==> src/rtl/lldd_pkg.sv <==
package lldd_pkg;

   localparam int WINDOWS_DEF = 16;
   localparam int ACT_W       = 5;
   localparam int TICKET_W    = 16;
   localparam int SVC_W       = 16;
   localparam int WIN_W       = 5;
   localparam int LOAD_W      = 24;
   localparam int CSR_DATA_W  = 32;
   localparam int CSR_ADDR_W  = 3;

   localparam logic [ACT_W-1:0]    ACTIVE_RESET = 5'd16;
   localparam logic [TICKET_W-1:0] TICKET_RESET = 16'd764;
   localparam logic [LOAD_W-1:0]   LOAD_MAX     = 24'hFF_FFFF;

   localparam logic KIND_VISITOR = 1'b0;
   localparam logic KIND_REPORT  = 1'b1;

   localparam logic CSR_ACTIVE_WINDOWS = 1'b0;
   localparam logic CSR_FIRST_TICKET   = 1'b1;

   typedef enum logic [2:0] {
      ST_IDLE,
      ST_SCAN,
      ST_UPDATE,
      ST_VIS_WAIT,
      ST_RPT_RD,
      ST_RPT_LOAD,
      ST_RPT_WAIT
   } state_type;

   typedef enum logic {
      ALU_CMP,
      ALU_ADD
   } alu_op_type;

   typedef struct packed {
      logic wr_en;
      logic clear_all;
   } mem_ctl_type;

   typedef struct packed {
      logic              less;
      logic [LOAD_W-1:0] sum;
   } alu_res_type;

endpackage

==> src/rtl/lldd_alu.sv <==
module lldd_alu (
   input  lldd_pkg::alu_op_type          op,
   input  logic [lldd_pkg::LOAD_W-1:0]   a,
   input  logic [lldd_pkg::LOAD_W-1:0]   b,
   output lldd_pkg::alu_res_type         res
);
   import lldd_pkg::*;

   logic [LOAD_W:0] wide_sum;

   always_comb begin
      wide_sum = {1'b0, a} + {1'b0, b};
      res      = '0;
      case (op)
         ALU_CMP: begin
            res.less = (a < b);
         end
         ALU_ADD: begin
            res.sum = wide_sum[LOAD_W] ? LOAD_MAX : wide_sum[LOAD_W-1:0];
         end
         default: begin
            res = '0;
         end
      endcase
   end

endmodule

==> src/rtl/lldd_load_mem.sv <==
module lldd_load_mem #(
   parameter int WINDOWS = lldd_pkg::WINDOWS_DEF
) (
   input  logic                                         clock,
   input  logic                                         reset,
   input  lldd_pkg::mem_ctl_type                        ctl,
   input  logic [$clog2(WINDOWS > 1 ? WINDOWS : 2)-1:0] wr_addr,
   input  logic [lldd_pkg::LOAD_W-1:0]                  wr_data,
   input  logic [$clog2(WINDOWS > 1 ? WINDOWS : 2)-1:0] rd_addr,
   output logic [lldd_pkg::LOAD_W-1:0]                  rd_data
);
   import lldd_pkg::*;

   logic [LOAD_W-1:0]  mem_ff [WINDOWS];
   logic [WINDOWS-1:0] valid_ff;
   logic [LOAD_W-1:0]  rd_data_ff;

   always_ff @(posedge clock) begin
      if (ctl.wr_en) begin
         mem_ff[wr_addr] <= wr_data;
      end
   end

   always_ff @(posedge clock) begin
      if (reset || ctl.clear_all) begin
         valid_ff <= '0;
      end else if (ctl.wr_en) begin
         valid_ff[wr_addr] <= 1'b1;
      end
   end

   always_ff @(posedge clock) begin
      rd_data_ff <= valid_ff[rd_addr] ? mem_ff[rd_addr] : '0;
   end

   assign rd_data = rd_data_ff;

endmodule

==> src/rtl/least_loaded_window_dispatch_unit.sv <==
// Greedy least-loaded dispatcher. A visitor transfer (kind 0) gets the next ticket and goes to
// the active window with the smallest load, lowest window on ties; its service time is added
// to that load, saturating at 2^24-1, and one result with last set comes back. The loads sit
// in a memory with one write port and a registered read port, and one shared compare/add unit
// scans them one per cycle, then adds and writes back. A report transfer (kind 1) returns one
// line per active window in order, each in three steps (memory read, load, hand-off), then
// clears all loads and restarts tickets at first_ticket. The request side is stalled until
// the last result is taken, and the next request can be taken in the cycle after that.
// active_windows 0 counts as 1 and values above WINDOWS count as WINDOWS; a new first_ticket
// takes effect at the next report.
module least_loaded_window_dispatch_unit #(
   parameter int WINDOWS = lldd_pkg::WINDOWS_DEF
) (
   input  logic                                 clock,
   input  logic                                 reset,
   input  logic                                 req_valid,
   output logic                                 req_stall,
   input  logic                                 req_kind,
   input  logic [lldd_pkg::SVC_W-1:0]           req_service_time,
   output logic                                 rsp_valid,
   input  logic                                 rsp_stall,
   output logic                                 rsp_is_report,
   output logic [lldd_pkg::TICKET_W-1:0]        rsp_ticket,
   output logic [lldd_pkg::WIN_W-1:0]           rsp_window,
   output logic [lldd_pkg::LOAD_W-1:0]          rsp_window_load,
   output logic                                 rsp_last,
   input  logic                                 psel,
   input  logic                                 penable,
   input  logic                                 pwrite,
   input  logic [lldd_pkg::CSR_ADDR_W-1:0]      paddr,
   input  logic [lldd_pkg::CSR_DATA_W-1:0]      pwdata,
   output logic [lldd_pkg::CSR_DATA_W-1:0]      prdata,
   output logic                                 pready
);
   import lldd_pkg::*;

   localparam int IDX_W = $clog2(WINDOWS > 1 ? WINDOWS : 2);
   localparam int CNT_W = $clog2(WINDOWS + 1);

   state_type             state_ff, state_in;
   logic [CNT_W-1:0]      rd_ptr_ff, rd_ptr_in;
   logic [CNT_W-1:0]      data_idx_ff, data_idx_in;
   logic [CNT_W-1:0]      n_ff, n_in;
   logic [CNT_W-1:0]      n_clamp;
   logic [SVC_W-1:0]      svc_ff, svc_in;
   logic [LOAD_W-1:0]     best_ff, best_in;
   logic [CNT_W-1:0]      best_idx_ff, best_idx_in;
   logic [TICKET_W-1:0]   next_ticket_ff, next_ticket_in;
   logic [ACT_W-1:0]      active_ff;
   logic [TICKET_W-1:0]   first_ff;

   logic                  rsp_valid_ff, rsp_valid_in;
   logic                  rsp_is_report_ff, rsp_is_report_in;
   logic [TICKET_W-1:0]   rsp_ticket_ff, rsp_ticket_in;
   logic [WIN_W-1:0]      rsp_window_ff, rsp_window_in;
   logic [LOAD_W-1:0]     rsp_load_ff, rsp_load_in;
   logic                  rsp_last_ff, rsp_last_in;

   mem_ctl_type           mem_ctl;
   logic [IDX_W-1:0]      mem_rd_addr;
   logic [LOAD_W-1:0]     mem_rd_data;
   alu_op_type            alu_op;
   logic [LOAD_W-1:0]     alu_a, alu_b;
   alu_res_type           alu_res;
   logic                  csr_wr;

   lldd_load_mem #(
      .WINDOWS (WINDOWS)
   ) u_load_mem (
      .clock   (clock),
      .reset   (reset),
      .ctl     (mem_ctl),
      .wr_addr (best_idx_ff[IDX_W-1:0]),
      .wr_data (alu_res.sum),
      .rd_addr (mem_rd_addr),
      .rd_data (mem_rd_data)
   );

   lldd_alu u_alu (
      .op  (alu_op),
      .a   (alu_a),
      .b   (alu_b),
      .res (alu_res)
   );

   assign pready = 1'b1;
   assign csr_wr = psel && penable && pwrite;

   always_ff @(posedge clock) begin
      if (reset) begin
         active_ff <= ACTIVE_RESET;
         first_ff  <= TICKET_RESET;
      end else if (csr_wr) begin
         unique case (paddr[2])
            CSR_ACTIVE_WINDOWS: active_ff <= pwdata[ACT_W-1:0];
            CSR_FIRST_TICKET:   first_ff  <= pwdata[TICKET_W-1:0];
            default:            active_ff <= active_ff;
         endcase
      end
   end

   always_comb begin
      unique case (paddr[2])
         CSR_ACTIVE_WINDOWS: prdata = CSR_DATA_W'(active_ff);
         CSR_FIRST_TICKET:   prdata = CSR_DATA_W'(first_ff);
         default:            prdata = '0;
      endcase
   end

   always_comb begin
      if (active_ff == '0) begin
         n_clamp = CNT_W'(1);
      end else if (32'(active_ff) > WINDOWS) begin
         n_clamp = CNT_W'(WINDOWS);
      end else begin
         n_clamp = CNT_W'(active_ff);
      end
   end

   always_ff @(posedge clock) begin
      if (reset) begin
         state_ff       <= ST_IDLE;
         rsp_valid_ff   <= 1'b0;
         next_ticket_ff <= TICKET_RESET;
      end else begin
         state_ff       <= state_in;
         rsp_valid_ff   <= rsp_valid_in;
         next_ticket_ff <= next_ticket_in;
      end
   end

   always_ff @(posedge clock) begin
      rd_ptr_ff        <= rd_ptr_in;
      data_idx_ff      <= data_idx_in;
      n_ff             <= n_in;
      svc_ff           <= svc_in;
      best_ff          <= best_in;
      best_idx_ff      <= best_idx_in;
      rsp_is_report_ff <= rsp_is_report_in;
      rsp_ticket_ff    <= rsp_ticket_in;
      rsp_window_ff    <= rsp_window_in;
      rsp_load_ff      <= rsp_load_in;
      rsp_last_ff      <= rsp_last_in;
   end

   always_comb begin
      state_in         = state_ff;
      rd_ptr_in        = rd_ptr_ff;
      data_idx_in      = data_idx_ff;
      n_in             = n_ff;
      svc_in           = svc_ff;
      best_in          = best_ff;
      best_idx_in      = best_idx_ff;
      next_ticket_in   = next_ticket_ff;
      rsp_valid_in     = rsp_valid_ff;
      rsp_is_report_in = rsp_is_report_ff;
      rsp_ticket_in    = rsp_ticket_ff;
      rsp_window_in    = rsp_window_ff;
      rsp_load_in      = rsp_load_ff;
      rsp_last_in      = rsp_last_ff;
      mem_ctl          = '0;
      alu_op           = ALU_CMP;
      alu_a            = mem_rd_data;
      alu_b            = best_ff;
      mem_rd_addr      = (state_ff == ST_IDLE) ? '0 : rd_ptr_ff[IDX_W-1:0];

      unique case (state_ff)
         ST_IDLE: begin
            if (req_valid) begin
               n_in        = n_clamp;
               svc_in      = req_service_time;
               data_idx_in = '0;
               if (req_kind == KIND_REPORT) begin
                  rd_ptr_in = '0;
                  state_in  = ST_RPT_RD;
               end else begin
                  rd_ptr_in = CNT_W'(1);
                  state_in  = ST_SCAN;
               end
            end
         end
         ST_SCAN: begin
            if (data_idx_ff == '0 || alu_res.less) begin
               best_in     = mem_rd_data;
               best_idx_in = data_idx_ff;
            end
            rd_ptr_in   = rd_ptr_ff + CNT_W'(1);
            data_idx_in = data_idx_ff + CNT_W'(1);
            if (data_idx_ff + CNT_W'(1) == n_ff) begin
               state_in = ST_UPDATE;
            end
         end
         ST_UPDATE: begin
            alu_op           = ALU_ADD;
            alu_a            = best_ff;
            alu_b            = LOAD_W'(svc_ff);
            mem_ctl.wr_en    = 1'b1;
            rsp_valid_in     = 1'b1;
            rsp_is_report_in = 1'b0;
            rsp_ticket_in    = next_ticket_ff;
            rsp_window_in    = WIN_W'(32'(best_idx_ff) + 32'd1);
            rsp_load_in      = alu_res.sum;
            rsp_last_in      = 1'b1;
            next_ticket_in   = next_ticket_ff + TICKET_W'(1);
            state_in         = ST_VIS_WAIT;
         end
         ST_VIS_WAIT: begin
            if (!rsp_stall) begin
               rsp_valid_in = 1'b0;
               state_in     = ST_IDLE;
            end
         end
         ST_RPT_RD: begin
            state_in = ST_RPT_LOAD;
         end
         ST_RPT_LOAD: begin
            rsp_valid_in     = 1'b1;
            rsp_is_report_in = 1'b1;
            rsp_ticket_in    = '0;
            rsp_window_in    = WIN_W'(32'(rd_ptr_ff) + 32'd1);
            rsp_load_in      = mem_rd_data;
            rsp_last_in      = (rd_ptr_ff + CNT_W'(1) == n_ff);
            state_in         = ST_RPT_WAIT;
         end
         ST_RPT_WAIT: begin
            if (!rsp_stall) begin
               rsp_valid_in = 1'b0;
               if (rsp_last_ff) begin
                  mem_ctl.clear_all = 1'b1;
                  next_ticket_in    = first_ff;
                  state_in          = ST_IDLE;
               end else begin
                  rd_ptr_in = rd_ptr_ff + CNT_W'(1);
                  state_in  = ST_RPT_RD;
               end
            end
         end
         default: begin
            state_in = ST_IDLE;
         end
      endcase
   end

   assign req_stall       = (state_ff != ST_IDLE);
   assign rsp_valid       = rsp_valid_ff;
   assign rsp_is_report   = rsp_is_report_ff;
   assign rsp_ticket      = rsp_ticket_ff;
   assign rsp_window      = rsp_window_ff;
   assign rsp_window_load = rsp_load_ff;
   assign rsp_last        = rsp_last_ff;

`ifndef SYNTHESIS
   assert property (@(posedge clock) disable iff (reset)
      rsp_valid_ff |-> (state_ff == ST_VIS_WAIT || state_ff == ST_RPT_WAIT))
      else $error("result valid outside a wait state");

   assert property (@(posedge clock) disable iff (reset)
      (rsp_valid && !rsp_stall && rsp_is_report && rsp_last)
      |=> (next_ticket_ff == $past(first_ff)))
      else $error("ticket count not restarted after report");

   assert property (@(posedge clock) disable iff (reset)
      (rsp_valid && !rsp_stall && rsp_is_report && !rsp_last) |=> (state_ff == ST_RPT_RD))
      else $error("report did not advance to next window");

   assert property (@(posedge clock) disable iff (reset)
      (rsp_valid && !rsp_is_report) |-> rsp_last)
      else $error("visitor result without last");
`endif

endmodule
==> config.mk <==
export PLATFORM = sky130hd
export DESIGN_NAME = least_loaded_window_dispatch_unit
export DESIGN_NICKNAME = d
export VERILOG_FILES = /design/src/rtl/lldd_pkg.sv /design/src/rtl/lldd_alu.sv /design/src/rtl/lldd_load_mem.sv /design/src/rtl/least_loaded_window_dispatch_unit.sv
export SDC_FILE = /design/constraint.sdc
export NUM_CORES = 1
export LEC_CHECK = 0
export ABC_CLOCK_PERIOD_IN_PS = 8100
export BUFFER_PORTS_ARGS = -buffer_cell sky130_fd_sc_hd__buf_2
export CAP_MARGIN = 20
export CORE_ASPECT_RATIO = 1.2
export CORE_MARGIN = 3
export CORE_UTILIZATION = 56
export CTS_BUF_LIST = sky130_fd_sc_hd__clkbuf_8
export CTS_CLUSTER_SIZE = 8
export DETAILED_ROUTE_END_ITERATION = 10
export HOLD_SLACK_MARGIN = 0.06
export PLACE_DENSITY = 0.72
export SYNTH_ARGS = -nofsm -noshare
export SYNTH_HDL_FRONTEND = slang
export SYNTH_SLANG_ARGS = --single-unit
==> constraint.sdc <==
create_clock -name clock -period 8.1 [get_ports clock]
set_clock_uncertainty 0.15 [all_clocks]
set_input_delay 0.81 -clock clock [delete_from_list [all_inputs] [get_ports clock]]
set_output_delay 0.81 -clock clock [all_outputs]
set_load 0.1 [all_outputs]
# ---- Word level (Yosys, flattened, before mapping)
# Memories as Yosys holds them, arrays and structs flattened. A register that Yosys moved wholly into a read port is not among the register bits.
# Cells that the tools add are included.
# Widths: inputs -> output; s select.
dict set report totals {
  reg_bits 164
  ramBits 384
  in_bits 59
  output_inout_bits 82
  memories 1
}
dict set report classes {
  addsub 6
  n_lt_le_gt_ge 5
  n_eq_ne 15
  muxes 42
  bitwise_logic 2
  reduce_logical 27
}
# name depth width read_ports rd_ports_with_merged_regs wr line
set mem_list {}
lappend mem_list {u_load_mem.mem_ff 16 24 1 1 1 lldd_load_mem.sv:14} ;# logic [LOAD_W-1:0] mem_ff [WINDOWS];
# cell count
set ops {}
lappend ops {{$mux 24} 4}
lappend ops {{$pmux 16 s2} 2}
lappend ops {{$pmux 32 s2} 1}
lappend ops {{$pmux 24 s2} 1}
lappend ops {{$mux 16} 2}
lappend ops {{$add 24x24->25} 1}
lappend ops {{$mux 5} 5}
lappend ops {{$lt 24x24->1} 1}
lappend ops {{$pmux 3 s7} 1}
lappend ops {{$add 5x1->5 const B} 4}
lappend ops {{$pmux 5 s2} 2}
lappend ops {{$mux 3} 6}
lappend ops {{$add 16x1->16 const B} 1}
lappend ops {{$or 16x16->16} 1}
lappend ops {{$pmux 5 s3} 1}
lappend ops {{$ne 2x2->1 const B} 7}
lappend ops {{$reduce_and 2->1} 6}
lappend ops {{$mux 1} 11}
lappend ops {{$eq 5x5->1} 2}
lappend ops {{$logic_not 5->1} 2}
lappend ops {{$lt 4x5->1 const B} 2}
lappend ops {{$eq 3x3->1 const B} 3}
lappend ops {{$reduce_and 4->1} 2}
lappend ops {{$reduce_bool 2->1} 4}
lappend ops {{other kinds (16)} 25}

# ---- Longest topological paths before layout
dict set report depth {
  ltp_word 6
  ltp_mapped 21
}

# ---- Modules after synthesis
# Synthesis repeated with hierarchy kept, for this count alone.
dict set report hier_totals {
  hier_cells 1708
  hier_area_um2 24803.8
}
# module instances cells_each area_per_inst_um2 seq_area_each_um2
set by_module_without_submodules {}
lappend by_module_without_submodules {lldd_load_mem 1 679 15539.9 12331.8}
lappend by_module_without_submodules {least_loaded_window_dispatch_unit 1 729 7128.1 4033.9}
lappend by_module_without_submodules {lldd_alu 1 300 2135.8 0.0}

# ---- Least setup slack after synthesis
# OpenSTA, ideal clock, no wires.
dict set report synth_timing {
  kind {reg2reg}
  startpoint {register rsp_last (netlist name)}
  endpoint {register best_ff[0], enable pin}
  arrival_ps 4836
  required_time_ps 7535
  path_slack_ps 2699
  stages_incl_launch_ff 18
  n_path_buf 2
  period_less_slack_ps 5401
  cell_sequence {edfxtp_1 -> inv_1 -> o21ai_0 -> nand2_1 -> nor2_1 -> clkbuf_1 -> clkbuf_1 -> nand2_1 -> nand2_1 -> ha_1 -> inv_1 -> o21bai_1 -> a21oi_1 -> o21ai_0 -> o21a_1 -> o21ai_0 -> a31oi_1 -> nor2_1}
}
# element line
set synth_lines {}
lappend synth_lines {{to (signal assigned)} least_loaded_window_dispatch_unit.sv:137} ;# best_ff <= best_in;
lappend synth_lines {{to (decl)} least_loaded_window_dispatch_unit.sv:46} ;# logic [LOAD_W-1:0] best_ff, best_in;

==> impl_metrics.py <==
metrics = {
    "min_path": {
        "hp-class": "in2reg",
        "hold_path_depth": 1,
        "worstHoldStart": "req_service_time[4]",
    },
    "grt": {
        "grt.overflow.total": 0,
        "antenna_found_initial": 1,
        "grt_first_pass_wirelength_um": 98500,
        "grt_usage": 0.265,
        "first_global_vias": 17500,
        "grt_max_degree": 101,
    },
    "setup_path": {
        "critPathMaxFanout": 37,
        "critPathLaunchType": "flop",
        "cp_common_cell": "nand2_1",
        "cp.arrival_ps": 6890,
        "cpMaxStageDelayCell": "a2111oi_0",
        "cp-end-kind": "flop",
        "startpoint": "state_ff[1]",
        "cpPeakStageDelay_ps": 900,
        "reg2reg_depth": 15,
        "cp_data_required_time_ps": 8260,
        "worstSetupPathType": "reg2reg",
        "regToRegStartpoint": "state_ff[1]",
        "cp_cell_sequence": "inv_1 > nor2_1 > nand2_1 > nor2_4 > nand2_1 > nand2_1 > inv_1 > ha_1 > nand2b_1 > a2111oi_0 > o21ai_0 > o211ai_1 > a311o_1 > xnor2_1 > a21oi_1",
    },
    "clock_tree": {
        "cts_buffers": 91,
        "clk_path_buf_depth": 3,
        "cts_hold_buf": 0,
        "cts_root_buffer": "clkbuf_8",
        "cts_tree": "done",
        "post_cts_buffers": 0,
        "clk_pin_slew_worst_paths_ps": 70,
        "post_cts_resized": 0,
        "clk_latency_ps": 670,
        "htree_levels": 3,
        "clock-sinks": 572,
    },
    "floorplan": {
        "die-width_um": 201,
        "die_y_um": 240,
        "start_util": 0.568,
        "die-area_um2": 48200,
        "pin_count": 141,
        "rows": 85,
        "core_area_um2": 45000,
    },
    "sta": {
        "maxSlewViolCount": 0,
        "tightest_slew_ps": 1040,
        "fmax_mhz": 149,
        "rsz0062_at_grt": "no",
        "slew_headroom": 0.290,
        "finalSetupTns_ps": 0,
        "setup_viol": 0,
        "timing.final.crit_share": 0.830,
        "period_needed_ps": 6730,
        "hold_viol": 0,
    },
    "final_layout": {
        "seq_area_um2": 16400,
        "fin_area_um2": 28300,
        "nets": 2421,
        "drive_above_1_share": 0.135,
        "areaGrowthSynthToFinish_pct": 10.7,
        "multi_input_area_um2": 8470,
        "fill_cells": 3474,
    },
    "power": {
        "switching_power_mw": 2.30,
        "seqPwrFrac": 0.473,
        "power_switching_share": 0.321,
        "p_int_mw": 4.88,
        "p_leak_nw": 10.9,
        "p_clk_frac": 0.310,
        "powerDensity_nw_per_um2": 254,
        "power_frac_comb": 0.218,
        "ir_worst_vdd_v": 0.000113,
    },
    "drt": {
        "drtIter0Drc": 1778,
        "vias_per_cell": 6.00,
        "drcViolationCount": 0,
        "final_antenna_net_count": 0,
        "firstDrtPassIters": 6,
        "drt_wl_total_um": 64900,
        "via_count": 17900,
        "wl_per_cell_um": 21.8,
    },
    "synth": {
        "synth-seq-cells": 572,
        "synth_cells": 2205,
        "synth-edff-count": 491,
        "yosysWarnings": 0,
        "syn_avg_cell_area_um2": 11.6,
        "seq_area_frac_synth": 0.640,
        "ys_types": 70,
        "synth_async_sr_flop_share": 0,
        "synth_flop_cell": "edfxtp_1",
        "synth_area_um2": 25600,
    },
    "run": {
        "maxCapViolations": 0,
    },
    "placement": {
        "place.gp.congestion": 0.963,
        "placed_area_um2": 26600,
        "place_hpwl_um": 36900,
        "numPortBuffers": 105,
    },
    "status": {
        "status": "completed",
    },
}
[state kept, by name (all words and copies together) (netlist names), 3 cells and up]
register	count
state_ff	3
rsp_window_load	24
n_ff	5
data_idx_ff	5
u_load_mem.valid_ff	16
rsp_ticket	16
svc_ff	16
rd_ptr_ff	5
u_load_mem.mem_ff	384
u_load_mem.rd_data	24
best_ff	24
first_ff	16
active_ff	5
best_idx_ff	5
rsp_window	5
next_ticket_ff	16
[cell usage after synthesis (31+ instances only)]
cell / number / area [um^2]
nor2_1: 202 / 758
a21oi_1: 119 / 596
inv_1: 50 / 188
ha_1: 58 / 726
dfxtp_1: 81 / 1620
edfxtp_1: 491 / 14700
clkbuf_1: 108 / 405
nand3_1: 71 / 355
o21ai_0: 31 / 155
nand2_1: 429 / 1610
nor2b_1: 46 / 288
mux2i_1: 40 / 400
o211ai_1: 43 / 323
a311oi_1: 74 / 648
[layer usage]
layer / track usage / vias to the layer above / part of all wire
met5: 0 / - / 0
met4: 0.107 / 0 / 0.029
met3: 0.0502 / 144 / 0.088
met2: 0.442 / 835 / 0.49
met1: 0.345 / 8758 / 0.40
li1: - / 8163 / -
[worst paths after layout]
| check | slack (ps) | endpoint |
|---|---|---|
| setup / recovery | 1370 | u_load_mem.mem_ff[14][19] |
| hold / removal | 170 | svc_ff[4] |
| setup reg to reg | 1370 | u_load_mem.mem_ff[14][19] |
| hold reg to reg | 310 | best_ff[4] |
[cell usage in the layout (no fill, tap or decap), drive strengths merged, types with 46 or more instances in the layout]
cell	synthesis	final
nor2	202	202
buf	47	145
nand2	429	429
clkbuf	108	102
a21oi	138	138
inv	51	99
nor2b	46	46
dfxtp	81	81
ha	58	58
nand3	71	71
edfxtp	491	491
a311oi	74	74
[cell type report]
cell class,count,area share
Sequential cell,572,0.579
Multi-Input combinational cell,1442,0.299
Clock buffer,102,0.0496
Timing Repair Buffer,145,0.0296
Tap cell,609,0.0269
Clock inverter,61,0.00876
Inverter,51,0.00677
Antenna cell,1,0.0000885
[critical path, delay by kind of cell, from the launching register on]
family | cells | cell delay (ps)
AO/OA/AOI/OAI | 5 | 2630
AND/OR/NAND/NOR | 6 | 2150
flip-flops | 1 | 590
adder cells (fa/ha/maj) | 1 | 350
buffers and inverters | 2 | 280
XOR/XNOR | 1 | 190
[kinds of logic after synthesis]
logic type | Yosys count | share of synthesized area
buffers and inverters | 206 | 0.0345
multiplexers | 47 | 0.0192
AO/OA/AOI/OAI | 440 | 0.122
adder cells (fa/ha/maj) | 59 | 0.0292
other | 2 | 0.000294
flip-flops | 572 | 0.640
XOR/XNOR | 40 | 0.0137
AND/OR/NAND/NOR | 839 | 0.141
[through the flow]
| stage | power, mW | hold WS (ps) | worst slack (ps) | utilization | cells |
|---|---|---|---|---|---|
| 2_1_floorplan | 4.58 | 281 | 2700 | - | 2220 |
| 3_3_place_gp | 4.97 | 289 | 1690 | 0.591 | 2816 |
| 3_5_place_dp | 4.99 | 294 | 1520 | 0.591 | 2816 |
| 4_1_cts | 7.19 | 136 | 1570 | 0.628 | 2979 |
| 5_1_grt | 7.49 | 144 | 986 | 0.629 | 2983 |
| 6_report | 7.19 | 174 | 1370 | 0.629 | 2983 |
[power by group through the flow]
stage	logic, mW	registers [mW]	clock network (mW)
5_1_grt	1.69	3.41	2.39
6_report	1.56	3.40	2.23
2_1_floorplan	1.05	3.53	0
3_5_place_dp	1.54	3.46	0
4_1_cts	1.55	3.40	2.25
3_3_place_gp	1.51	3.45	0
(Power assumes the default switching activity.)
